$ cat config.mk
export PLATFORM = sky130hd
export DESIGN_NAME = log_band_spectrum_bars_core
export DESIGN_NICKNAME = d
export VERILOG_FILES = /design/src/sv/lbsb_pkg.sv /design/src/sv/lbsb_band_end.sv /design/src/sv/lbsb_front.sv /design/src/sv/lbsb_queue.sv /design/src/sv/lbsb_bar_calc.sv /design/src/sv/log_band_spectrum_bars_core.sv
export SDC_FILE = /design/constraint.sdc
export NUM_CORES = 2
export LEC_CHECK = 0
export BUFFER_PORTS_ARGS = -buffer_cell sky130_fd_sc_hd__buf_2
export CORE_ASPECT_RATIO = 0.8
export CORE_MARGIN = 3
export CORE_UTILIZATION = 58
export CTS_CLUSTER_SIZE = 40
export DETAILED_ROUTE_END_ITERATION = 8
export PLACE_DENSITY = 0.84
export SYNTH_ARGS = -nofsm -noshare
export SYNTH_HDL_FRONTEND = slang
export SYNTH_HIERARCHICAL = 1
export SYNTH_SLANG_ARGS = --single-unit
$ cat constraint.sdc
create_clock -name clock -period 17 [get_ports clock]
set_input_delay 2.55 -clock clock [delete_from_list [all_inputs] [get_ports clock]]
set_output_delay 2.55 -clock clock [all_outputs]
set_load 0.05 [all_outputs]
$ cat src/sv/lbsb_pkg.sv
// Shared types and constants for the logarithmic band spectrum bar generator.
// Used by every module of the block; depends on nothing.
package lbsb_pkg;

   localparam int BAND_W      = 7;
   localparam int BAND_NUM_W  = 6;
   localparam int BAR_W       = 11;
   localparam int CSR_W       = 10;
   localparam int CSR_IDX_W   = 2;
   localparam int MULT_W      = 4;
   localparam int HEIGHT_W    = 10;
   localparam int QUEUE_DEPTH = 4;

   // Register indexes on the configuration port.
   localparam logic [CSR_IDX_W-1:0] CSR_BAND_COUNT   = 2'd0;
   localparam logic [CSR_IDX_W-1:0] CSR_MULTIPLIER   = 2'd1;
   localparam logic [CSR_IDX_W-1:0] CSR_BAR_HEIGHT   = 2'd2;
   localparam logic [CSR_IDX_W-1:0] CSR_STOPPED_MODE = 2'd3;

   localparam logic [BAND_W-1:0]   BAND_COUNT_RST = 7'd28;
   localparam logic [MULT_W-1:0]   MULTIPLIER_RST = 4'd3;
   localparam logic [HEIGHT_W-1:0] BAR_HEIGHT_RST = 10'd0;
   localparam logic                STOPPED_RST    = 1'b1;

   localparam int FIRST_BAND_END = 2;
   localparam int DIV_W          = 11;  // width of 10 * band index
   localparam int EXP_FRAC       = 40;  // fraction bits of the 2^t evaluation
   localparam int STEP_W         = 6;   // counts the EXP_FRAC steps
   localparam int FLOOR_W        = 14;  // band ends below 2^14
   localparam int BIG_QUOT       = 13;  // exponent of 14 or more saturates

   // floor(h/3) as (h * 683) >> 11, exact for every 10-bit h.
   localparam int DIV3_RECIP = 683;
   localparam int DIV3_SHIFT = 11;

   localparam int K_W       = 13;  // multiplier * floor(h/3) <= 5115
   localparam int K2_W      = 26;
   localparam int ROOT_W    = 13;
   localparam int ROOT_IN_W = 26;
   localparam int Y_W       = 15;
   localparam int BAR_STOPPED = -2;
   localparam int BAR_OFFSET  = 4;

   localparam real LOG2_E = 1.0 / $ln(2.0);

   typedef logic [EXP_FRAC:0] exp_const_type;
   typedef exp_const_type exp_tab_type [EXP_FRAC];

   // log2(1 + 2^-(k+1)) scaled by 2^EXP_FRAC, evaluated at elaboration.
   function automatic exp_tab_type build_exp_tab();
      exp_tab_type tab;
      real v;
      for (int k = 0; k < EXP_FRAC; k++) begin
         v = $ln(1.0 + 2.0 ** (-(k + 1))) * LOG2_E * (2.0 ** EXP_FRAC);
         tab[k] = (EXP_FRAC + 1)'(longint'(v));
      end
      return tab;
   endfunction

   localparam exp_tab_type EXP_TAB = build_exp_tab();

   typedef struct packed {
      logic [BAND_NUM_W-1:0] band;
      logic                  last;
      logic                  stopped;
   } band_info_type;

   typedef enum logic [2:0] {
      BE_IDLE,
      BE_DIV,
      BE_SETUP,
      BE_PROD,
      BE_STEP,
      BE_FINISH
   } be_state_type;

   typedef enum logic [2:0] {
      BC_IDLE,
      BC_H3,
      BC_K,
      BC_K2,
      BC_SQ,
      BC_ROOT,
      BC_FIX,
      BC_OUT
   } bc_state_type;

endpackage

$ cat src/sv/lbsb_band_end.sv
// Band boundary unit: end entry = max(min(floor(2^(1+10x/q)), cap), prev+1).
// Serial divider, then shift-and-add evaluation of 2^t; uses lbsb_pkg.
module lbsb_band_end import lbsb_pkg::*; #(
   parameter int FRAME_ENTRIES = 2048
) (
   input  logic                                   clock,
   input  logic                                   reset,
   input  logic                                   start,
   input  logic [BAND_W-1:0]                      band_index,
   input  logic [BAND_W-1:0]                      band_count,
   input  logic [$clog2(FRAME_ENTRIES)-1:0]       prev_pos,
   output logic                                   busy,
   output logic                                   done,
   output logic [$clog2(FRAME_ENTRIES+1)-1:0]     end_pos
);

   localparam int POS_W = $clog2(FRAME_ENTRIES);
   localparam int END_W = $clog2(FRAME_ENTRIES + 1);
   localparam int CMP_W = FLOOR_W + END_W;
   localparam int RES_W = EXP_FRAC + BAND_W;
   localparam int CAP   = FRAME_ENTRIES - 1;

   be_state_type         state_ff, state_in;
   logic [BAND_W-1:0]    q_ff, q_in;
   logic                 small_ff, small_in;
   logic                 big_ff, big_in;
   logic [POS_W-1:0]     prev_ff, prev_in;
   logic [DIV_W-1:0]     p_ff, p_in;
   logic [BAND_W:0]      rem_ff, rem_in;
   logic [DIV_W-1:0]     quot_ff, quot_in;
   logic [STEP_W-1:0]    cnt_ff, cnt_in;
   logic [RES_W-1:0]     res_ff, res_in;
   logic [RES_W:0]       prod_ff, prod_in;
   logic [EXP_FRAC:0]    y_ff, y_in;

   logic [BAND_W:0]      rem_sh;
   logic                 qbit;
   logic [STEP_W-1:0]    sh;
   logic [CMP_W-1:0]     cand;

   always_ff @(posedge clock) begin
      if (reset) begin
         state_ff <= BE_IDLE;
      end else begin
         state_ff <= state_in;
      end
      q_ff     <= q_in;
      small_ff <= small_in;
      big_ff   <= big_in;
      prev_ff  <= prev_in;
      p_ff     <= p_in;
      rem_ff   <= rem_in;
      quot_ff  <= quot_in;
      cnt_ff   <= cnt_in;
      res_ff   <= res_in;
      prod_ff  <= prod_in;
      y_ff     <= y_in;
   end

   always_comb begin
      state_in = state_ff;
      q_in     = q_ff;
      small_in = small_ff;
      big_in   = big_ff;
      prev_in  = prev_ff;
      p_in     = p_ff;
      rem_in   = rem_ff;
      quot_in  = quot_ff;
      cnt_in   = cnt_ff;
      res_in   = res_ff;
      prod_in  = prod_ff;
      y_in     = y_ff;
      done     = 1'b0;
      rem_sh   = {rem_ff[BAND_W-1:0], p_ff[DIV_W-1]};
      qbit     = 1'b0;
      unique case (state_ff)
         BE_IDLE: begin
            if (start) begin
               q_in     = band_count - BAND_W'(1);
               small_in = (band_count <= BAND_W'(1));
               big_in   = 1'b0;
               prev_in  = prev_pos;
               p_in     = DIV_W'({band_index, 3'b000}) + DIV_W'({band_index, 1'b0});
               rem_in   = '0;
               quot_in  = '0;
               cnt_in   = '0;
               state_in = small_in ? BE_FINISH : BE_DIV;
            end
         end
         BE_DIV: begin
            if (rem_sh >= {1'b0, q_ff}) begin
               rem_in = rem_sh - {1'b0, q_ff};
               qbit   = 1'b1;
            end else begin
               rem_in = rem_sh;
            end
            quot_in = {quot_ff[DIV_W-2:0], qbit};
            p_in    = {p_ff[DIV_W-2:0], 1'b0};
            if (cnt_ff == STEP_W'(DIV_W - 1)) begin
               cnt_in   = '0;
               state_in = BE_SETUP;
            end else begin
               cnt_in = cnt_ff + STEP_W'(1);
            end
         end
         BE_SETUP: begin
            big_in   = (quot_ff >= DIV_W'(BIG_QUOT));
            res_in   = {rem_ff[BAND_W-1:0], {EXP_FRAC{1'b0}}};
            y_in     = {1'b1, {EXP_FRAC{1'b0}}};
            state_in = big_in ? BE_FINISH : BE_PROD;
         end
         BE_PROD: begin
            prod_in  = (RES_W + 1)'(q_ff) * (RES_W + 1)'(EXP_TAB[cnt_ff]);
            state_in = BE_STEP;
         end
         BE_STEP: begin
            // Take the step when the remaining exponent still covers log2(1+2^-k).
            if ({1'b0, res_ff} >= prod_ff) begin
               res_in = RES_W'({1'b0, res_ff} - prod_ff);
               y_in   = y_ff + (y_ff >> (cnt_ff + STEP_W'(1)));
            end
            if (cnt_ff == STEP_W'(EXP_FRAC - 1)) begin
               state_in = BE_FINISH;
            end else begin
               cnt_in   = cnt_ff + STEP_W'(1);
               state_in = BE_PROD;
            end
         end
         BE_FINISH: begin
            done     = 1'b1;
            state_in = BE_IDLE;
         end
         default: begin
            state_in = BE_IDLE;
         end
      endcase
   end

   always_comb begin
      sh = STEP_W'(EXP_FRAC - 1) - STEP_W'(quot_ff[3:0]);
      priority if (small_ff) begin
         cand = CMP_W'(FIRST_BAND_END);
      end else if (big_ff) begin
         cand = CMP_W'(CAP);
      end else begin
         cand = CMP_W'(FLOOR_W'(y_ff >> sh));
      end
      if (cand > CMP_W'(CAP)) begin
         cand = CMP_W'(CAP);
      end
      if (cand <= CMP_W'(prev_ff)) begin
         cand = CMP_W'(prev_ff) + CMP_W'(1);
      end
      end_pos = END_W'(cand);
   end

   assign busy = (state_ff != BE_IDLE);

endmodule

$ cat src/sv/lbsb_front.sv
// Entry tracker: positions, band peaks and band ends; queues finished bands.
// Uses lbsb_pkg and lbsb_band_end.
module lbsb_front import lbsb_pkg::*; #(
   parameter int FRAME_ENTRIES = 2048,
   parameter int MAG_BITS      = 16
) (
   input  logic                 clock,
   input  logic                 reset,
   input  logic                 req_valid,
   output logic                 req_ready,
   input  logic [MAG_BITS-1:0]  req_magnitude,
   input  logic                 req_frame_start,
   input  logic [BAND_W-1:0]    cfg_band_count,
   input  logic [HEIGHT_W-1:0]  cfg_bar_height,
   input  logic                 cfg_stopped,
   input  logic                 queue_full,
   output logic                 push,
   output logic [MAG_BITS-1:0]  push_left,
   output logic [MAG_BITS-1:0]  push_right,
   output band_info_type        push_info
);

   localparam int POS_W = $clog2(FRAME_ENTRIES);
   localparam int END_W = $clog2(FRAME_ENTRIES + 1);
   localparam int CAP   = FRAME_ENTRIES - 1;

   logic [POS_W-1:0]    pos_ff, pos_in;
   logic [BAND_W-1:0]   band_ff, band_in;
   logic [END_W-1:0]    end_ff, end_in;
   logic [MAG_BITS-1:0] lpk_ff, lpk_in;
   logic [MAG_BITS-1:0] rpk_ff, rpk_in;

   logic                accept;
   logic [POS_W-1:0]    pos_next;
   logic [BAND_W-1:0]   band_next;
   logic [MAG_BITS-1:0] lpk_new, rpk_new;
   logic                calc_start, calc_busy, calc_done;
   logic [END_W-1:0]    calc_end;

   lbsb_band_end #(.FRAME_ENTRIES(FRAME_ENTRIES)) u_band_end (
      .clock      (clock),
      .reset      (reset),
      .start      (calc_start),
      .band_index (band_next),
      .band_count (cfg_band_count),
      .prev_pos   (pos_next),
      .busy       (calc_busy),
      .done       (calc_done),
      .end_pos    (calc_end)
   );

   assign req_ready = !calc_busy && !queue_full;
   assign accept    = req_valid && req_ready;
   assign pos_next  = pos_ff + POS_W'(1);
   assign band_next = band_ff + BAND_W'(1);
   // Odd positions belong to the right channel.
   assign lpk_new = (!pos_next[0] && (req_magnitude > lpk_ff)) ? req_magnitude : lpk_ff;
   assign rpk_new = (pos_next[0] && (req_magnitude > rpk_ff)) ? req_magnitude : rpk_ff;

   always_ff @(posedge clock) begin
      if (reset) begin
         pos_ff  <= '0;
         band_ff <= '0;
         end_ff  <= END_W'(FIRST_BAND_END);
         lpk_ff  <= '0;
         rpk_ff  <= '0;
      end else begin
         pos_ff  <= pos_in;
         band_ff <= band_in;
         end_ff  <= end_in;
         lpk_ff  <= lpk_in;
         rpk_ff  <= rpk_in;
      end
   end

   always_comb begin
      pos_in     = pos_ff;
      band_in    = band_ff;
      end_in     = calc_done ? calc_end : end_ff;
      lpk_in     = lpk_ff;
      rpk_in     = rpk_ff;
      push       = 1'b0;
      calc_start = 1'b0;
      push_left  = lpk_new;
      push_right = rpk_new;
      push_info.band    = band_ff[BAND_NUM_W-1:0];
      push_info.last    = (band_next == cfg_band_count);
      push_info.stopped = cfg_stopped;
      if (accept) begin
         priority if (req_frame_start) begin
            pos_in  = '0;
            band_in = '0;
            end_in  = END_W'(FIRST_BAND_END);
            lpk_in  = '0;
            rpk_in  = '0;
         end else if (pos_ff != POS_W'(CAP)) begin
            pos_in = pos_next;
            if (band_ff < cfg_band_count) begin
               lpk_in = lpk_new;
               rpk_in = rpk_new;
               if (END_W'(pos_next) >= end_ff) begin
                  push       = (cfg_bar_height != '0);
                  band_in    = band_next;
                  lpk_in     = '0;
                  rpk_in     = '0;
                  calc_start = (band_next < cfg_band_count);
               end
            end
         end
      end
   end

`ifndef SYNTHESIS
   a_end_ahead: assert property (@(posedge clock) disable iff (reset)
      calc_done |=> (END_W'(pos_ff) < end_ff))
      else $error("band end not beyond current position");
`endif

endmodule

$ cat src/sv/lbsb_queue.sv
// Short queue of finished bands between the entry tracker and the bar unit.
// Uses lbsb_pkg for its depth.
module lbsb_queue import lbsb_pkg::*; #(
   parameter int DATA_W = 40
) (
   input  logic              clock,
   input  logic              reset,
   input  logic              push,
   input  logic [DATA_W-1:0] push_data,
   input  logic              pop,
   output logic [DATA_W-1:0] pop_data,
   output logic              empty,
   output logic              full
);

   localparam int PTR_W = $clog2(QUEUE_DEPTH);
   localparam int CNT_W = $clog2(QUEUE_DEPTH + 1);

   logic [DATA_W-1:0] slot_ff [QUEUE_DEPTH];
   logic [PTR_W-1:0]  wr_ff, wr_in;
   logic [PTR_W-1:0]  rd_ff, rd_in;
   logic [CNT_W-1:0]  cnt_ff, cnt_in;

   assign empty    = (cnt_ff == '0);
   assign full     = (cnt_ff == CNT_W'(QUEUE_DEPTH));
   assign pop_data = slot_ff[rd_ff];

   always_comb begin
      wr_in  = push ? wr_ff + PTR_W'(1) : wr_ff;
      rd_in  = pop ? rd_ff + PTR_W'(1) : rd_ff;
      cnt_in = cnt_ff + CNT_W'(push) - CNT_W'(pop);
   end

   always_ff @(posedge clock) begin
      if (reset) begin
         wr_ff  <= '0;
         rd_ff  <= '0;
         cnt_ff <= '0;
      end else begin
         wr_ff  <= wr_in;
         rd_ff  <= rd_in;
         cnt_ff <= cnt_in;
      end
      if (push) begin
         slot_ff[wr_ff] <= push_data;
      end
   end

`ifndef SYNTHESIS
   a_no_overflow: assert property (@(posedge clock) disable iff (reset)
      push |-> !full)
      else $error("push into a full queue");
   a_no_underflow: assert property (@(posedge clock) disable iff (reset)
      pop |-> !empty)
      else $error("pop from an empty queue");
   a_count_up: assert property (@(posedge clock) disable iff (reset)
      (push && !pop) |=> (cnt_ff == $past(cnt_ff) + CNT_W'(1)))
      else $error("queue count did not advance");
`endif

endmodule

$ cat src/sv/lbsb_bar_calc.sv
// Bar unit: bar = trunc(sqrt(peak) * K / 256 - 4) per channel, or floor(height/3) if
// above height; a shared serial square root and a result register. Uses lbsb_pkg.
module lbsb_bar_calc import lbsb_pkg::*; #(
   parameter int MAG_BITS = 16
) (
   input  logic                   clock,
   input  logic                   reset,
   input  logic [MULT_W-1:0]      cfg_multiplier,
   input  logic [HEIGHT_W-1:0]    cfg_bar_height,
   input  logic                   q_empty,
   output logic                   q_pop,
   input  logic [MAG_BITS-1:0]    q_left,
   input  logic [MAG_BITS-1:0]    q_right,
   input  band_info_type          q_info,
   output logic                   rsp_valid,
   input  logic                   rsp_ready,
   output logic signed [BAR_W-1:0] rsp_left_bar,
   output logic signed [BAR_W-1:0] rsp_right_bar,
   output logic [BAND_NUM_W-1:0]  rsp_band_number,
   output logic                   rsp_last_band
);

   localparam int SQ_W  = MAG_BITS + K2_W;
   localparam int REM_W = ROOT_W + 2;
   localparam int CNT_W = $clog2(ROOT_W);

   bc_state_type         state_ff, state_in;
   logic [MAG_BITS-1:0]  lpk_ff, lpk_in;
   logic [MAG_BITS-1:0]  rpk_ff, rpk_in;
   band_info_type        info_ff, info_in;
   logic                 ch_ff, ch_in;
   logic [8:0]           h3_ff, h3_in;
   logic [K_W-1:0]       k_ff, k_in;
   logic [K2_W-1:0]      k2_ff, k2_in;
   logic [SQ_W-1:0]      sq_ff, sq_in;
   logic [ROOT_IN_W-1:0] rad_ff, rad_in;
   logic [REM_W-1:0]     rem_ff, rem_in;
   logic [ROOT_W-1:0]    root_ff, root_in;
   logic [CNT_W-1:0]     cnt_ff, cnt_in;
   logic [BAR_W-1:0]     lbar_ff, lbar_in;
   logic [BAR_W-1:0]     rbar_ff, rbar_in;
   logic                 out_valid_ff, out_valid_in;
   logic [BAR_W-1:0]     out_left_ff, out_left_in;
   logic [BAR_W-1:0]     out_right_ff, out_right_in;
   band_info_type        out_info_ff, out_info_in;

   logic [REM_W-1:0]       rem_sh, trial;
   logic signed [Y_W-1:0]  y;
   logic [3:0]             f_sq;
   logic                   exact;

   always_ff @(posedge clock) begin
      if (reset) begin
         state_ff     <= BC_IDLE;
         out_valid_ff <= 1'b0;
      end else begin
         state_ff     <= state_in;
         out_valid_ff <= out_valid_in;
      end
      lpk_ff       <= lpk_in;
      rpk_ff       <= rpk_in;
      info_ff      <= info_in;
      ch_ff        <= ch_in;
      h3_ff        <= h3_in;
      k_ff         <= k_in;
      k2_ff        <= k2_in;
      sq_ff        <= sq_in;
      rad_ff       <= rad_in;
      rem_ff       <= rem_in;
      root_ff      <= root_in;
      cnt_ff       <= cnt_in;
      lbar_ff      <= lbar_in;
      rbar_ff      <= rbar_in;
      out_left_ff  <= out_left_in;
      out_right_ff <= out_right_in;
      out_info_ff  <= out_info_in;
   end

   always_comb begin
      state_in     = state_ff;
      lpk_in       = lpk_ff;
      rpk_in       = rpk_ff;
      info_in      = info_ff;
      ch_in        = ch_ff;
      h3_in        = h3_ff;
      k_in         = k_ff;
      k2_in        = k2_ff;
      sq_in        = sq_ff;
      rad_in       = rad_ff;
      rem_in       = rem_ff;
      root_in      = root_ff;
      cnt_in       = cnt_ff;
      lbar_in      = lbar_ff;
      rbar_in      = rbar_ff;
      out_left_in  = out_left_ff;
      out_right_in = out_right_ff;
      out_info_in  = out_info_ff;
      out_valid_in = out_valid_ff && !rsp_ready;
      q_pop        = 1'b0;
      rem_sh       = {rem_ff[ROOT_W-1:0], rad_ff[ROOT_IN_W-1 -: 2]};
      trial        = {root_ff, 2'b01};
      f_sq         = 4'(root_ff[1:0] * root_ff[1:0]);
      exact        = (sq_ff == {SQ_W'(f_sq), {MAG_BITS{1'b0}}} >> MAG_BITS << MAG_BITS)
                     && (sq_ff == (SQ_W'(f_sq) << MAG_BITS));
      y            = '0;
      unique case (state_ff)
         BC_IDLE: begin
            if (!q_empty) begin
               q_pop   = 1'b1;
               lpk_in  = q_left;
               rpk_in  = q_right;
               info_in = q_info;
               ch_in   = 1'b0;
               if (q_info.stopped) begin
                  lbar_in  = BAR_W'(BAR_STOPPED);
                  rbar_in  = BAR_W'(BAR_STOPPED);
                  state_in = BC_OUT;
               end else begin
                  state_in = BC_H3;
               end
            end
         end
         BC_H3: begin
            h3_in = 9'((20'(cfg_bar_height) * 20'(DIV3_RECIP)) >> DIV3_SHIFT);
            state_in = BC_K;
         end
         BC_K: begin
            k_in     = K_W'(K_W'(cfg_multiplier) * K_W'(h3_ff));
            state_in = BC_K2;
         end
         BC_K2: begin
            k2_in    = K2_W'(K2_W'(k_ff) * K2_W'(k_ff));
            state_in = BC_SQ;
         end
         BC_SQ: begin
            sq_in    = SQ_W'(ch_ff ? rpk_ff : lpk_ff) * SQ_W'(k2_ff);
            state_in = BC_ROOT;
            rem_in   = '0;
            root_in  = '0;
            cnt_in   = '0;
            rad_in   = sq_in[MAG_BITS +: ROOT_IN_W];
         end
         BC_ROOT: begin
            // One result bit per cycle, two radicand bits brought down each time.
            if (rem_sh >= trial) begin
               rem_in  = rem_sh - trial;
               root_in = {root_ff[ROOT_W-2:0], 1'b1};
            end else begin
               rem_in  = rem_sh;
               root_in = {root_ff[ROOT_W-2:0], 1'b0};
            end
            rad_in = {rad_ff[ROOT_IN_W-3:0], 2'b00};
            if (cnt_ff == CNT_W'(ROOT_W - 1)) begin
               state_in = BC_FIX;
            end else begin
               cnt_in = cnt_ff + CNT_W'(1);
            end
         end
         BC_FIX: begin
            // Below four the exact product may fall short of the next integer.
            if (root_ff >= ROOT_W'(BAR_OFFSET)) begin
               y = Y_W'(root_ff) - Y_W'(BAR_OFFSET);
            end else if (exact) begin
               y = Y_W'(root_ff) - Y_W'(BAR_OFFSET);
            end else begin
               y = Y_W'(root_ff) + Y_W'(1) - Y_W'(BAR_OFFSET);
            end
            if (y > $signed(Y_W'(cfg_bar_height))) begin
               y = $signed(Y_W'(h3_ff));
            end
            if (ch_ff) begin
               rbar_in  = y[BAR_W-1:0];
               state_in = BC_OUT;
            end else begin
               lbar_in  = y[BAR_W-1:0];
               ch_in    = 1'b1;
               state_in = BC_SQ;
            end
         end
         BC_OUT: begin
            if (!out_valid_ff || rsp_ready) begin
               out_valid_in = 1'b1;
               out_left_in  = lbar_ff;
               out_right_in = rbar_ff;
               out_info_in  = info_ff;
               state_in     = BC_IDLE;
            end
         end
         default: begin
            state_in = BC_IDLE;
         end
      endcase
   end

   assign rsp_valid       = out_valid_ff;
   assign rsp_left_bar    = $signed(out_left_ff);
   assign rsp_right_bar   = $signed(out_right_ff);
   assign rsp_band_number = out_info_ff.band;
   assign rsp_last_band   = out_info_ff.last;

endmodule

$ cat src/sv/log_band_spectrum_bars_core.sv
// Logarithmic band bar generator for an interleaved stereo spectrum. Entries are
// taken one per cycle unless the queue is full; after each band end but the last,
// the input stalls while the next band boundary is computed (an 11-step divider,
// then 40 shift-and-add steps for the power of two). The bar unit shares one
// serial square root between both channels; a four-deep queue lets the two parts
// run apart.
module log_band_spectrum_bars_core import lbsb_pkg::*; #(
   parameter int FRAME_ENTRIES = 2048,
   parameter int MAG_BITS      = 16
) (
   input  logic                    clock,
   input  logic                    reset,
   input  logic                    req_valid,
   output logic                    req_ready,
   input  logic [MAG_BITS-1:0]     req_magnitude,
   input  logic                    req_frame_start,
   output logic                    rsp_valid,
   input  logic                    rsp_ready,
   output logic signed [BAR_W-1:0] rsp_left_bar,
   output logic signed [BAR_W-1:0] rsp_right_bar,
   output logic [BAND_NUM_W-1:0]   rsp_band_number,
   output logic                    rsp_last_band,
   input  logic                    csr_write_enable,
   input  logic [CSR_IDX_W-1:0]    csr_index,
   input  logic [CSR_W-1:0]        csr_data
);

   localparam int INFO_W = $bits(band_info_type);
   localparam int DATA_W = 2 * MAG_BITS + INFO_W;

   logic [BAND_W-1:0]   band_count_ff, band_count_in;
   logic [MULT_W-1:0]   multiplier_ff, multiplier_in;
   logic [HEIGHT_W-1:0] bar_height_ff, bar_height_in;
   logic                stopped_ff, stopped_in;

   logic                push, pop, q_empty, q_full;
   logic [MAG_BITS-1:0] push_left, push_right;
   band_info_type       push_info, pop_info;
   logic [DATA_W-1:0]   push_data, pop_data;

   always_comb begin
      band_count_in = band_count_ff;
      multiplier_in = multiplier_ff;
      bar_height_in = bar_height_ff;
      stopped_in    = stopped_ff;
      if (csr_write_enable) begin
         unique case (csr_index)
            CSR_BAND_COUNT:   band_count_in = csr_data[BAND_W-1:0];
            CSR_MULTIPLIER:   multiplier_in = csr_data[MULT_W-1:0];
            CSR_BAR_HEIGHT:   bar_height_in = csr_data[HEIGHT_W-1:0];
            CSR_STOPPED_MODE: stopped_in    = csr_data[0];
            default:          stopped_in    = stopped_ff;
         endcase
      end
   end

   always_ff @(posedge clock) begin
      if (reset) begin
         band_count_ff <= BAND_COUNT_RST;
         multiplier_ff <= MULTIPLIER_RST;
         bar_height_ff <= BAR_HEIGHT_RST;
         stopped_ff    <= STOPPED_RST;
      end else begin
         band_count_ff <= band_count_in;
         multiplier_ff <= multiplier_in;
         bar_height_ff <= bar_height_in;
         stopped_ff    <= stopped_in;
      end
   end

   lbsb_front #(.FRAME_ENTRIES(FRAME_ENTRIES), .MAG_BITS(MAG_BITS)) u_front (
      .clock           (clock),
      .reset           (reset),
      .req_valid       (req_valid),
      .req_ready       (req_ready),
      .req_magnitude   (req_magnitude),
      .req_frame_start (req_frame_start),
      .cfg_band_count  (band_count_ff),
      .cfg_bar_height  (bar_height_ff),
      .cfg_stopped     (stopped_ff),
      .queue_full      (q_full),
      .push            (push),
      .push_left       (push_left),
      .push_right      (push_right),
      .push_info       (push_info)
   );

   assign push_data = {push_left, push_right, push_info};

   lbsb_queue #(.DATA_W(DATA_W)) u_queue (
      .clock     (clock),
      .reset     (reset),
      .push      (push),
      .push_data (push_data),
      .pop       (pop),
      .pop_data  (pop_data),
      .empty     (q_empty),
      .full      (q_full)
   );

   assign pop_info = pop_data[INFO_W-1:0];

   lbsb_bar_calc #(.MAG_BITS(MAG_BITS)) u_bar_calc (
      .clock           (clock),
      .reset           (reset),
      .cfg_multiplier  (multiplier_ff),
      .cfg_bar_height  (bar_height_ff),
      .q_empty         (q_empty),
      .q_pop           (pop),
      .q_left          (pop_data[DATA_W-1 -: MAG_BITS]),
      .q_right         (pop_data[INFO_W +: MAG_BITS]),
      .q_info          (pop_info),
      .rsp_valid       (rsp_valid),
      .rsp_ready       (rsp_ready),
      .rsp_left_bar    (rsp_left_bar),
      .rsp_right_bar   (rsp_right_bar),
      .rsp_band_number (rsp_band_number),
      .rsp_last_band   (rsp_last_band)
   );

endmodule

# Word level (Yosys, flattened, before mapping)
# Memory sizes are Yosys's and may differ from the RTL's. A register that Yosys moved wholly into a read port is not among the register bits.
# Index checks and enable logic that the tools add are counted.
[op_classes]
add_sub_neg = 19
multipliers = 6
div = 0
magnitude_cmp = 15
n_eq_ne = 33
shift = 2
muxes = 94
bitwise = 2
reduce_logical = 46
[ops]
columns = ["operator", "n"]
rows = [
  ["$mux W16", 11],
  ["$mux W41", 3],
  ["$mux W11", 9],
  ["$pmux W47 S2", 1],
  ["$pmux W11 S2", 4],
  ["$pmux W41 S2", 1],
  ["$pmux W13 S2", 2],
  ["$pmux W26 S2", 1],
  ["$ge A47 B48 Y1", 1],
  ["$mul A7 B41 Y48", 1],
  ["$mux W12", 4],
  ["$mux W47", 1],
  ["$sub A47 B47 Y47", 1],
  ["$mux W15", 3],
  ["$eq A42 B20 Y1", 1],
  ["$mul A42 B26 Y42", 1],
  ["$mux W14", 3],
  ["$mux W7", 6],
  ["$add A41 B41 Y41", 1],
  ["$shr A41 B6 Y14", 1],
  ["$shr A41 B6 Y41", 1],
  ["$gt A16 B16 Y1", 2],
  ["$reduce_and A2 Y1", 14],
  ["$mux W3", 9],
  ["66 further kinds", 135],
]
[totals]
ff_bits = 526
latchBits = 0
mem_bits_rw = 160
rom_bits = 2624
input_bits = 34
out_inout_bits = 31
elab_cells = 264
mem_count = 2
[mem_list]
columns = ["name", "depth", "width", "rd", "rd_ports_with_merged_regs", "wr", "line_no", "text"]
rows = [
  ["(name not given)", 64, 41, 1, 0, 0, "lbsb_band_end.sv:113", "prod_in = (RES_W + 1)'(q_ff) * (RES_W + 1)'(EXP_TAB[cnt_ff]);"],
  ["u_queue.slot_ff", 4, 40, 1, 1, 1, "lbsb_queue.sv:19", "logic [DATA_W-1:0] slot_ff [QUEUE_DEPTH];"],
]

# Depth between registers and ports, before layout
[logic_depth]
depth_word = 11
mapped_depth = 31
ltp_nobuf = 27

# Hierarchy
# The synthesis kept the hierarchy.
[by_module_without_submodules]
columns = ["mod", "instances", "cells_per_inst", "area_per_inst_um2", "seq_area_each_um2"]
rows = [
  ["lbsb_bar_calc", 1, 2971, 30142.7, 7166.9],
  ["lbsb_band_end", 1, 3004, 25569.5, 5765.5],
  ["lbsb_queue", 1, 251, 6256.0, 4984.8],
  ["lbsb_front", 1, 513, 4262.8, 1241.2],
  ["log_band_spectrum_bars_core", 1, 90, 925.9, 440.4],
]

# Worst setup path before layout
# No wires, ideal clock.
[synth_path]
kind = "register to register"
startpoint = "register u_front.u_band_end.cnt_ff[0]"
endpoint = "register u_front.u_band_end.prod_ff[44], data pin"
setup_ns = 0.262
arrival_ns = 7.179
t_required_ns = 16.738
setup_slack_ns = 9.559
path_stages_with_launch = 29
n_path_buf = 5
synth_period_minus_slack_ns = 7.441
path_cell_list = "edfxtp_1 > buf_2 > inv_2 > clkbuf_1 > ha_1 > clkbuf_1 > buf_2 > clkbuf_1 > nand2_1 > a311oi_1 > nand2_1 > fa_1 > fa_1 > inv_1 > fa_1 > inv_1 > fa_1 > inv_1 > ha_1 > o21ai_0 > o21bai_1 > a31o_1 > a41oi_2 > o211ai_2 > a2111oi_2 > o21ai_1 > a41oi_2 > o21ai_1 > xor2_1"
[synth_between]
elab_chain_cells = 5
[synth_rtl]
columns = ["element", "line_no", "text"]
rows = [
  ["from (decl)", "lbsb_band_end.sv:31", "logic [STEP_W-1:0] cnt_ff, cnt_in;"],
  ["from (signal assigned)", "lbsb_band_end.sv:54", "cnt_ff <= cnt_in;"],
  ["$not A6 Y7 (not written as such)", "lbsb_band_end.sv:113", ""],
  ["$mem_v2 Z64 W41", "--", ""],
  ["$mux W41 (not written as such) (2 in series)", "lbsb_band_end.sv:113", ""],
  ["$mul A7 B41 Y48", "lbsb_band_end.sv:113", ""],
  ["to (signal assigned)", "lbsb_band_end.sv:56", "prod_ff <= prod_in;"],
  ["to (decl)", "lbsb_band_end.sv:33", "logic [RES_W:0] prod_ff, prod_in;"],
]
# No other way between the ends. The select of a mux whose other input is x is not followed.
# A chain may end at the register's enable or synchronous reset.

# Worst setup path after layout
[layout_path]
startpoint = "register u_front.u_band_end.cnt_ff[0]"
endpoint = "register u_front.u_band_end.prod_ff[45], data pin"
# The elaborated chain is that of the path after synthesis.

==> impl_metrics.csv <==
group,metric,value,unit
status,outcome,"completed",
cts,cts.reportedPaths.clkPinSlew,0.06,ns
setup_path,cp_slowest_cell,"o21ai_0",
sta,hold_violations,0,
detailed_routing,remaining_drc_errors,0,
global_routing,grt_pass1_vias,50400,
sta,layout_min_cycle_time,9.005,ns
cts,cts-resized-gates,0,
global_routing,antenna_found_initial,0,
floorplan,die_x,386.4,µm
cts,cts_sinks,686,
worst_hold_path,min_path_type,"reg -> reg",
setup_path,path_common_cell,"fa_1",
detailed_routing,wl,166.4,mm
detailed_routing,first_iter_violations,5272,
logic_synthesis,ys_ff_latch,686,
sta,setup_violations,0,
setup_path,required,17.42,ns
sta,finalCritPeriodShare,0.5297,
logic_synthesis,yosysWarnings,6,
sta,finalSetupTns,0,ns
finish,drive_above_1_share,0.06362,
finish,n_fill_cell,8859,
cts,cts_max_path_buffers,3,
logic_synthesis,synth_area,67160,µm²
placed_design,place.gp.congestion,0.9504,
floorplan,dieArea,119900,µm²
logic_synthesis,post-synth-top-area-cell,"edfxtp_1",
global_routing,grt_start_max_net_pins,101,
sta,maxSlewViolCount,0,
flow_run,drv_cap,0,
cts,cts_setup_buffers,0,
detailed_routing,drtPass1Iterations,7,
cts,root_buffer,"clkbuf_16",
sta,worstMarginPinSlew,1.347,ns
floorplan,row_count,110,
global_routing,grt_usage,0.2778,
logic_synthesis,synthFlopType,"edfxtp_1",
placed_design,hpwlAfterDp,123.6,mm
floorplan,core,113700,µm²
cts,hold_buffers,0,
logic_synthesis,async_flop_share,0,
placed_design,port_buffers,64,
sta,clock.fmax,111.1,MHz
logic_synthesis,netlist_instances,6829,
logic_synthesis,ys_top_cells_by_area,"edfxtp_1 (26%), fa_1 (20%), ha_1 (10%), inv_1 (5.4%), nand2_1 (3.9%)",
finish,final_cell_mix,"inv_1 (969), nand2_1 (698), fa_1 (661)",
cts,cts_max_level,3,
logic_synthesis,synth.avg_cell_area,9.834,µm²
detailed_routing,ant_nets,0,
setup_path,critPathArrivalTime,9.42,ns
finish,layout_commonest_cell,"inv_1",
finish,fin_nets,7970,
logic_synthesis,synth.top_cell.area_share,0.2620,
logic_synthesis,yosysSeqAreaShare,0.2918,
placed_design,dp_slack,8.176,ns
cts,cts_tree,"built",
sta,slew_headroom,0.1022,
sta,setup_slack,7.995,ns
setup_path,endpoint_kind,"register",
finish,synthToLayoutAreaGrowth,5.850,%
global_routing,gr-total-overflow,0,
cts,clock_latency,0.70,ns
cts,cts_buffers,74,
setup_path,start_kind,"register",
detailed_routing,vias,50250,
detailed_routing,vias_per_cell,6.053,
sta,fin_skew,0.03949,ns
detailed_routing,wl_per_cell,20.04,µm
floorplan,io_pins,65,
floorplan,die_h,310.4,µm
global_routing,grt_pass1_wl,268.5,mm
setup_path,cp_slowest_stage_delay,0.86,ns
finish,antennaDiodeCount,0,
logic_synthesis,synth_edf_count,586,
logic_synthesis,synth.distinct_cells,112,
setup_path,crit_type,"reg -> reg",
floorplan,initial_utilization,0.5907,
sta,rsz0062_at_grt,"no",
setup_path,crit_path_max_fanout,61,
registers in the layout, indices dropped and copies added (netlist names), 25 cells and up, named ones only:
signal,count
u_front/u_band_end/prod_ff,48
u_front/u_band_end/y_ff,41
u_front/u_band_end/res_ff,47
u_bar_calc/sq_ff,42
u_bar_calc/rad_ff,26
u_queue/slot_ff,160
u_bar_calc/k2_ff,25
kinds of logic after synthesis:
| kind of cell | Yosys count | share of synthesized area |
|---|---|---|
| AOI/OAI and AO/OA | 1134 | 0.1091 |
| xor gates and xnor gates | 258 | 0.03387 |
| adders and majority gates | 1206 | 0.2986 |
| buffers and inverters | 1273 | 0.07441 |
| DFF | 686 | 0.2918 |
| muxes | 208 | 0.04352 |
| other | 2 | 0.0001118 |
| and+or+nand+nor | 2062 | 0.1485 |
final timing paths:
check | start | to | slack, ns | cells past startpoint
max | u_front/u_band_end/cnt_ff[0] | u_front/u_band_end/prod_ff[45] | 8.00 | 26
max reg2reg | u_front/u_band_end/cnt_ff[0] | u_front/u_band_end/prod_ff[45] | 8.00 | 26
min | u_bar_calc/lbar_ff[9] | u_bar_calc/rsp_left_bar[9] | 0.42 | 0
min reg2reg | u_bar_calc/lbar_ff[9] | u_bar_calc/rsp_left_bar[9] | 0.42 | 0
final cells by class:
cell class	instances	area (µm²)	area share
clock inverters	48	620.6	0.008730
clock buffers	88	1944	0.02735
flip-flops and latches	686	19600	0.2757
repair buffers	103	613.1	0.008625
inverters	981	3682	0.05180
multi-input cells	4884	42730	0.6011
well taps	1512	1892	0.02661
cells in the mapped netlist (32+ instances only):
master / count
and3_1: 49
nor4_1: 37
mux2_2: 52
nor3_1: 137
fa_1: 661
o21ai_0: 214
a21o_1: 120
nand4_1: 46
nand2b_1: 70
nand2_1: 700
a22o_1: 33
mux2i_1: 94
nor2_1: 427
nor2b_1: 58
and2_1: 361
a211oi_1: 76
nand3_1: 88
edfxtp_1: 586
o21ai_1: 43
xor2_1: 85
a21oi_1: 322
ha_1: 545
o21bai_1: 42
xnor2_1: 172
inv_1: 970
o21a_1: 32
mux4_2: 62
a31oi_1: 54
clkbuf_1: 228
dfxtp_1: 100
through the flow:
| stage | util | hold WS [ns] | area, µm² | cells |
|---|---|---|---|---|
| final | 0.6253 | 0.4167 | 71090 | 8302 |
| after global routing | 0.6253 | 0.4238 | 71090 | 8302 |
| after CTS | 0.6253 | 0.4178 | 71090 | 8302 |
| after detailed placement | 0.6027 | 0.4045 | 68520 | 8166 |
| after global placement | 0.6027 | 0.4016 | 68520 | 8166 |
| after floorplan | - | 0.4003 | 67210 | 6843 |
per-layer routing:
metal  share of wire  GRT usage  vias to the layer above
met4           0.027    0.07911                        0
li1                -          -                    22790
met2            0.44     0.4259                     2509
met3           0.099    0.05722                      329
met5               0   0.001934                        -
met1            0.43     0.4033                    24630
worst max-delay path: cells and delay by family, from the launching register on:
kind | cells | cell delay, ns
AND/OR/NAND/NOR | 3 | 0.55
XOR/XNOR | 1 | 0.14
AO/OA/AOI/OAI | 11 | 3.20
flip-flops | 1 | 0.32
adder cells (fa/ha/maj) | 6 | 2.79
buffers and inverters | 5 | 1.69
Power is left out: the tool's default activity adds up to more than one toggle a clock period on the data nets, which glitch-free logic cannot reach.
